**src/hdl/etfd_pkg.sv**
```systemverilog
package etfd_pkg;

    // frame layout
    localparam int FRAME_LEN = 22;
    localparam int CNT_W     = 5;
    localparam logic [CNT_W-1:0] FRAME_LEN_CNT = CNT_W'(FRAME_LEN);
    localparam logic [CNT_W-1:0] SUM_SPAN      = 5'd18;
    localparam logic [CNT_W-1:0] COUNT_MAX     = 5'd31;

    // byte offsets of the little-endian fields
    localparam int OFS_VOLTS = 0;
    localparam int OFS_THERM = 2;
    localparam int OFS_AMPS  = 4;
    localparam int OFS_RPM   = 8;
    localparam int OFS_THR   = 12;
    localparam int OFS_DUTY  = 14;
    localparam int OFS_FLAGS = 16;
    localparam int OFS_SUM   = 18;
    localparam int OFS_STOP  = 20;

    localparam logic [7:0] STOP_BYTE    = 8'hFF;
    localparam logic [8:0] FLETCHER_MOD = 9'd255;

    // rpm divider
    localparam int DIV_W     = 32;
    localparam int DSR_W     = 8;
    localparam int DIV_CNT_W = 5;
    localparam logic [DIV_CNT_W-1:0] STEPS_FULL = 5'd16;
    localparam logic [DSR_W-1:0]     POLE_RESET = 8'd2;

    // constant divisions as reciprocal multiplies, exact over each operand range
    // current: doubled 16-bit raw value over 25
    localparam int AMPS_SHIFT  = 22;
    localparam int AMPS_PROD_W = 35;
    localparam logic [17:0] AMPS_RECIP = 18'd167773;
    // percentages: 16-bit raw value over 100
    localparam int PCT_SHIFT  = 23;
    localparam int PCT_PROD_W = 33;
    localparam logic [16:0] PCT_RECIP = 17'd83887;
    // power: 29-bit volts times amps over 100
    localparam int PROD_W     = 29;
    localparam int POW_SHIFT  = 36;
    localparam int POW_PROD_W = 59;
    localparam logic [29:0] POW_RECIP = 30'd687194768;

    typedef enum logic [1:0] {
        FS_OK      = 2'd0,
        FS_BAD_LEN = 2'd1,
        FS_NO_STOP = 2'd2,
        FS_BAD_SUM = 2'd3
    } frame_status_t;

    typedef enum logic {
        CFG_POLE = 1'b0,
        CFG_CHK  = 1'b1
    } cfg_index_t;

    typedef struct packed {
        logic capture;
        logic eval;
        logic scale;
        logic mul;
        logic pow;
        logic div_store;
        logic load;
    } dp_cmd_t;

    typedef struct packed {
        logic frame_ok;
        logic div_done;
    } dp_status_t;

endpackage

```
**src/hdl/etfd_ctrl.sv**
```systemverilog
module etfd_ctrl (
    input  logic                 clk,
    input  logic                 rst_n,
    input  logic                 in_valid,
    input  logic                 frame_end,
    output logic                 in_stall,
    input  logic                 out_stall,
    output logic                 out_valid,
    input  etfd_pkg::dp_status_t status,
    output etfd_pkg::dp_cmd_t    cmd
);
    import etfd_pkg::*;

    typedef enum logic [6:0] {
        ST_RX    = 7'b0000001,
        ST_EVAL  = 7'b0000010,
        ST_SCALE = 7'b0000100,
        ST_MUL   = 7'b0001000,
        ST_POW   = 7'b0010000,
        ST_WAIT  = 7'b0100000,
        ST_LOAD  = 7'b1000000
    } state_t;

    state_t  state_reg, state_next;
    logic    out_valid_reg, out_valid_next;

    // sequencing: receive, check, scale and divide (skipped for a rejected frame), hand result to the output register
    always_comb
    begin
        state_next     = state_reg;
        out_valid_next = out_valid_reg && out_stall;
        cmd            = '0;
        unique case (state_reg)
            ST_RX:
            begin
                cmd.capture = in_valid;
                if (in_valid && frame_end)
                    state_next = ST_EVAL;
            end
            ST_EVAL:
            begin
                cmd.eval = 1'b1;
                if (status.frame_ok)
                    state_next = ST_SCALE;
                else
                    state_next = ST_LOAD;
            end
            ST_SCALE:
            begin
                // current and percentages, rpm division starts
                cmd.scale  = 1'b1;
                state_next = ST_MUL;
            end
            ST_MUL:
            begin
                cmd.mul    = 1'b1;
                state_next = ST_POW;
            end
            ST_POW:
            begin
                cmd.pow    = 1'b1;
                state_next = ST_WAIT;
            end
            ST_WAIT:
            begin
                if (status.div_done)
                begin
                    cmd.div_store = 1'b1;
                    state_next    = ST_LOAD;
                end
            end
            ST_LOAD:
            begin
                if (!out_valid_reg || !out_stall)
                begin
                    cmd.load       = 1'b1;
                    out_valid_next = 1'b1;
                    state_next     = ST_RX;
                end
            end
            default:
                state_next = ST_RX;
        endcase
    end

    always_ff @(posedge clk or negedge rst_n)
    begin
        if (!rst_n)
        begin
            state_reg     <= ST_RX;
            out_valid_reg <= 1'b0;
        end
        else
        begin
            state_reg     <= state_next;
            out_valid_reg <= out_valid_next;
        end
    end

    assign in_stall  = (state_reg != ST_RX);
    assign out_valid = out_valid_reg;

endmodule

```
**config.mk**
```make
export PLATFORM = sky130hd
export DESIGN_NAME = etfd_ctrl
export DESIGN_NICKNAME = d
export VERILOG_FILES = /design/src/hdl/etfd_pkg.sv /design/src/hdl/etfd_ctrl.sv
export SDC_FILE = /design/constraint.sdc
export NUM_CORES = 1
export LEC_CHECK = 0
export ABC_AREA = 1
export BUFFER_PORTS_ARGS = -buffer_cell sky130_fd_sc_hd__buf_4
export CORE_AREA = 4 4 41 43
export CTS_CLUSTER_SIZE = 25
export DETAILED_ROUTE_END_ITERATION = 16
export DIE_AREA = 0 0 45 47
export GPL_TIMING_DRIVEN = 1
export RECOVER_POWER = 25
export SLEW_MARGIN = 20
export SYNTH_ARGS = -nofsm -noshare
export SYNTH_HDL_FRONTEND = slang
export SYNTH_SLANG_ARGS = --single-unit
```
**constraint.sdc**
```tcl
create_clock -name clk -period 1.7 [get_ports clk]
set_input_delay 0.255 -clock clk [delete_from_list [all_inputs] [get_ports clk]]
set_output_delay 0.255 -clock clk [all_outputs]
set_load 0.02 [all_outputs]
```
==> reports/metrics.csv, run 1 <==
metric;value;unit
worst_r2r_endpoint;state_reg[6];
synthAdderAreaFrac;0;
power_density_over_the_cells;1320;nW/um^2
post_synth.cell_area_avg;7.32;um^2
root_buffer;clkbuf_4;
yosys.cell_types.count;16;
fin_total_pwr;0.895;mW
clock_latency;0.25;ns
worstPathArrival;1.43;ns
worst_hold_path_endpoint;out_valid;
detailedRoute.firstPassIterationCount;4;
final_max_slew_viol_count;0;
regToRegStartpoint;state_reg[0];
grt-ovfl-total;0;
synth-main-ff-cell;dfrtp_1;
seqPwrFrac;0.302;
nNetsFinal;96;
vias_in_the_first_global_route;433;
yosys-mux-area-fraction;0;
netlist.area_leader.share;0.352;
critPathTopFamily;flip-flops;
die-height;47;um
unrepaired_setup_endpoints_after_global_routing;yes;
tritoncts;yes;
timing_hold_violations_final;0;
hold_start;out_stall;
drt_first_iter_violations;4;
cell_leakage_power;0.380;nW
power.switching;0.388;mW
area_delta_synth_final;36.2;%
status;finished, final reports clean;
post_synth_xor_area_fraction;0;
synth.ff_latch_count;8;
ys_seq_area_frac;0.405;
post_synth_instance_area;498;um^2
path_clk_slew;0.06;ns
flip_flop_count_of_the_largest_register_all_copies_and_words_added;7;
number_of_instances_in_the_synthesized_netlist;68;
critical-path-top-cell-by-count;inv_2;
synth_most_common_cell;nor2_1;
ff2ff_path_depth;7;
cell_taking_the_most_area_after_synthesis;dfrtp_1;
r2r_setup_slack;0.42;ns
synth_enable_flop_cells;0;
drtAntennaViolNets;0;
cp_cell_sequence;inv_2 -> nor2_1 -> nand2_1 -> nor2_2 -> inv_2 -> nor2_4 -> buf_6;
slowest_delay;0.54;ns
synth_compound_gate_area_share;0.0503;
cts.htree.levels;1;
antenna_cells_inserted;0;
numPortBuffers;15;
post_cts_buffers;0;
fin_util;0.521;
worst-slew-pin-transition;0.455;ns
drt-vias-per-instance;4.35;
critPathCaptureType;output pin;
hold_class;primary input to register;
start_util;0.383;
post_syn_nets;75;
first_pass_grt_wire_length;1.77;mm
slowest_stage;dfstp_2;
fp.dieW;45;um
worst_clock_skew;0.00776;ns
cap_violations;0;
hold-path-cell-count;3;
timing.setup.critical_path_class;register to output pin;
timing.final.crit_share;0.992;
pwr-share-clk;0.172;
grt_usage;0.120;
grt_start_max_net_pins;9;
synthArstFlopShare;1.00;
peak_supply_drop;0.831;mV
sw_frac_of_total;0.433;
worstPathMaxFanout;3;
timing.critical_path.buf_inv;3;
slew_headroom;0.696;
start_kind;register;
comb_power_share;0.526;
fp-row-count;13;
cts_inserted_buffers;3;
dieArea;2120;um^2
cts_num_sinks;8;
place_hpwl;859;um
gp_congestion;0.775;
synth_top_family_by_area;simple AND/OR/NAND/NOR gates;
clock_tree.buffer_depth;2;
setup_tns_final;0;ns
top_level_ports;16;
detail_route.wl_per_cell;10.1;um
layout-drive-gt1-share;0.409;
power_report.internal_total;0.507;mW
yosysWarnings;0;
number_of_antenna_violations_at_the_first_check_in_global_routing;0;
synth_commonest_cells;17 x nor2_1, 13 x nand2_1, 12 x inv_1, 7 x dfrtp_1, 4 x nor2_2;
report.final.setup_viol;0;
num_vias;448;
fp.coreArea;1300;um^2
post_synth_and_or_nand_nor_area_fraction;0.447;
worstPathRequired;1.44;ns
layout_min_cycle_time;1.69;ns
drc;0;
synth_top_cells_by_area;dfrtp_1 35%, nor2_1 13%, nand2_1 9.8%;
route.final.wire_length;1.04;mm
max_clock_freq;593;MHz
==> worst min-delay path, stage by stage <==
cell and delay, ns:
buf_4 0.08, nand2_1 0.06, nand2_1 0.07
==> cells in the final DEF (no fill, tap or decap) <==
master | Yosys | final
buf_4 | 0 | 13
buf_6 | 0 | 1
clkbuf_1 | 0 | 2
clkbuf_4 | 0 | 3
dfrtp_1 | 7 | 7
dfstp_2 | 1 | 1
dlygate4sd3_1 | 0 | 1
inv_1 | 12 | 10
inv_2 | 1 | 3
nand2_1 | 13 | 13
nand2_2 | 1 | 1
nand2_4 | 1 | 1
nand3_1 | 1 | 1
nand3_2 | 3 | 3
nor2_1 | 17 | 16
nor2_2 | 4 | 4
nor2_4 | 2 | 3
nor3_1 | 2 | 1
nor3_2 | 0 | 1
o21ai_1 | 1 | 1
o21ai_2 | 1 | 1
o21bai_2 | 1 | 1
==> per-layer routing <==
| metal | track usage | share of wire | vias to the layer above |
|---|---|---|---|
| met5 | 0 | 0 | - |
| met4 | 0.0702 | 0.012 | 0 |
| met3 | 0.0383 | 0.060 | 2 |
| met2 | 0.186 | 0.45 | 12 |
| met1 | 0.145 | 0.47 | 193 |
| li1 | - | - | 241 |
==> per-stage QoR <==
step | cells | hold slack [ns] | worst slack [ns] | area (um^2)
final | 103 | 0.240 | 0.0139 | 678
after global routing | 103 | 0.259 | -0.0605 | 678
after CTS | 103 | 0.236 | 0.0184 | 666
after detailed placement | 98 | 0.0801 | 0.288 | 629
after global placement | 98 | 0.0820 | 0.323 | 629
after floorplan | 68 | -0.0406 | 0.197 | 498
==> cell families (layout without fill, tap and decap cells) <==
family / Yosys count / count (layout)
simple gates: 44 / 44
buf+inv: 13 / 33
flops: 8 / 8
compound gates: 3 / 3
==> power by group through the flow <==
stage	clock network, mW	logic, mW	registers, mW
floorplan	0	0.309	0.272
global placement	0	0.435	0.270
detailed placement	0	0.438	0.272
CTS	0.162	0.442	0.268
global route	0.176	0.518	0.276
finish	0.154	0.471	0.271
==> worst max path at each step <==
stage / startpoint / to / cells after the start
4_1_cts: state_reg[0] / cmd[6] / 7
6_report: state_reg[0] / cmd[6] / 7
3_5_place_dp: state_reg[0] / cmd[6] / 7
5_1_grt: state_reg[0] / cmd[6] / 7
3_3_place_gp: state_reg[0] / cmd[6] / 7
2_1_floorplan: state_reg[0] / cmd[6] / 6
==> what timing repair did <==
item / in CTS / in global routing
hold buffers: 1 / 0
hold endpoints to repair: 7 / 0
gates resized for setup: 0 / 6
endpoints found under the setup margin: 0 / 3
==> cell type report <==
cell class              instances  area (um^2)
inverters                      13         48.8
fillers                       138          623
well taps                      15         18.8
flip-flops and latches          8          201
clock buffers                   4         26.3
repair buffers                 16          123
multi-input cells              47          260
Power figures use the tool's default switching activity.
==> inputs of run 2 (changes only) <==
Settings changed: RECOVER_POWER 25 to 100, SLEW_MARGIN 20 to 10.
==> run 2 against run 1 <==
Compared with the run above: critical path depth unchanged; global-route usage unchanged; cell count unchanged; core utilization decreased by 2.0 points; routed wire length about the same; first-iteration DRC count decreased by 50%; sequential cell count unchanged; sequential share of layout area increased by 1.2 points; die area unchanged; clock power about the same; non-clock buffer count unchanged; hold slack improved by 0.00060 ns; critical path type unchanged.
==> reports/metrics.csv, run 2 (synthesized netlist as in run 1, its figures left out) <==
metric;value;unit
layout.cells.most_common;nor2_1;
timing.setup.critical_path_class;register to output pin;
grt_usage;0.120;
multiInputGateArea;248;um^2
worst_hold_path_endpoint;out_valid;
max_clock_freq;593;MHz
timing.final.crit_share;0.992;
slowest_stage;dfstp_2;
unrepaired_setup_endpoints_after_global_routing;yes;
detailedRoute.firstPassIterationCount;2;
layout.area.seq;201;um^2
layout_min_cycle_time;1.69;ns
report.final.setup_viol;0;
cap_violations;0;
die-height;47;um
worstPathArrival;1.43;ns
drc;0;
worst-slew-pin-transition;0.457;ns
start_util;0.383;
cts_inserted_buffers;3;
final_max_slew_viol_count;0;
gp_congestion;0.775;
number_of_antenna_violations_at_the_first_check_in_global_routing;0;
dieArea;2120;um^2
worstPathRequired;1.44;ns
slew_headroom;0.695;
vias_in_the_first_global_route;433;
ff2ff_path_depth;7;
first_pass_grt_wire_length;1.77;mm
start_kind;register;
clock_latency;0.25;ns
worst_clock_skew;0.00785;ns
drtAntennaViolNets;0;
critPathTopFamily;flip-flops;
nNetsFinal;96;
r2r_setup_slack;0.37;ns
top_level_ports;16;
route.final.wire_length;1.04;mm
fin_util;0.501;
fp.dieW;45;um
timing.critical_path.buf_inv;3;
fin_total_pwr;0.876;mW
layout.cells.most_common_list;17 x nor2_1, 13 x nand2_1, 10 x inv_1;
layout.filler_cells;145;
cts.htree.levels;1;
critical-path-top-cell-by-count;inv_2;
area_delta_synth_final;30.9;%
cp_cell_sequence;inv_2 -> nor2_1 -> nand2_1 -> nor2_2 -> inv_2 -> nor2_4 -> buf_6;
fp-row-count;13;
critPathCaptureType;output pin;
cell_leakage_power;0.367;nW
status;finished, final reports clean;
flip_flop_count_of_the_largest_register_all_copies_and_words_added;7;
hold_class;primary input to register;
timing_hold_violations_final;0;
antenna_cells_inserted;0;
numPortBuffers;15;
hold-path-cell-count;3;
regToRegStartpoint;state_reg[0];
detail_route.wl_per_cell;10.1;um
drt_first_iter_violations;2;
drt-vias-per-instance;4.34;
layout-drive-gt1-share;0.375;
worst_r2r_endpoint;state_reg[6];
grt-ovfl-total;0;
worstPathMaxFanout;3;
cts_num_sinks;8;
peak_supply_drop;0.828;mV
hold_start;out_stall;
slowest_delay;0.54;ns
num_vias;447;
grt_start_max_net_pins;9;
fp.coreArea;1300;um^2
post_cts_buffers;0;
root_buffer;clkbuf_4;
place_hpwl;859;um
tritoncts;yes;
path_clk_slew;0.06;ns
clock_tree.buffer_depth;2;
power_density_over_the_cells;1340;nW/um^2
-- run 2: changes by cell type in the layout (fill, tap and decap cells not counted) --
| cell | before | now |
|---|---|---|
| clkbuf_1 | 2 | 3 |
| nand3_1 | 1 | 2 |
| nor2_1 | 16 | 17 |
| buf_4 | 13 | 8 |
| nand3_2 | 3 | 2 |
| clkbuf_2 | 0 | 4 |
| nor2_4 | 3 | 2 |
-- run 2: stage by stage --
step / area [um^2] / setup TNS, ns / cells / worst slack, ns / hold WS [ns]
after global placement: 629 / 0 / 98 / 0.323 / 0.0820
after detailed placement: 629 / 0 / 98 / 0.288 / 0.0801
final: 652 / 0 / 103 / 0.0133 / 0.241
after global routing: 652 / -0.101 / 103 / -0.0605 / 0.259
after CTS: 666 / 0 / 103 / 0.0184 / 0.236
after floorplan: 498 / 0 / 68 / 0.197 / -0.0406
-- run 2: how the worst max path moves through the flow --
stage	from	end	slack, ns	cells after the start
2_1_floorplan	state_reg[0]	cmd[6]	0.20	6
4_1_cts	state_reg[0]	cmd[6]	0.02	7
6_report	state_reg[0]	cmd[6]	0.01	7
3_5_place_dp	state_reg[0]	cmd[6]	0.29	7
3_3_place_gp	state_reg[0]	cmd[6]	0.32	7
5_1_grt	state_reg[0]	cmd[6]	-0.06	7
-- run 2: worst min-delay path: stages --
cell,delay (ns)
buf_4,0.08
nand2_1,0.06
nand2_1,0.07
-- run 2: where the power goes --
group	switching (mW)	total, mW	internal, mW	leakage [nW]
combinational	0.282	0.451	0.170	0.245
sequential	0.0330	0.270	0.237	0.107
clock	0.0643	0.154	0.0898	0.0150
total	0.379	0.876	0.497	0.367
-- run 2: repair_timing --
action / CTS / global route
resized for setup: 0 / 6
hold buffers: 1 / 0
endpoints found under the setup margin: 0 / 3
endpoints found under the hold margin: 7 / 0
-- run 2: layout make-up --
class | count | share of cell area
Multi-Input combinational cell | 47 | 0.380
Sequential cell | 8 | 0.309
Timing Repair Buffer | 16 | 0.167
Inverter | 13 | 0.0749
Clock buffer | 4 | 0.0403
Tap cell | 15 | 0.0288
-- run 2: metal layers --
metal,part of all wire,track usage,vias to the layer above
met5,0,0,-
met4,0.012,0.0702,0
met3,0.061,0.0383,2
met2,0.44,0.186,12
met1,0.48,0.145,191
li1,-,-,242
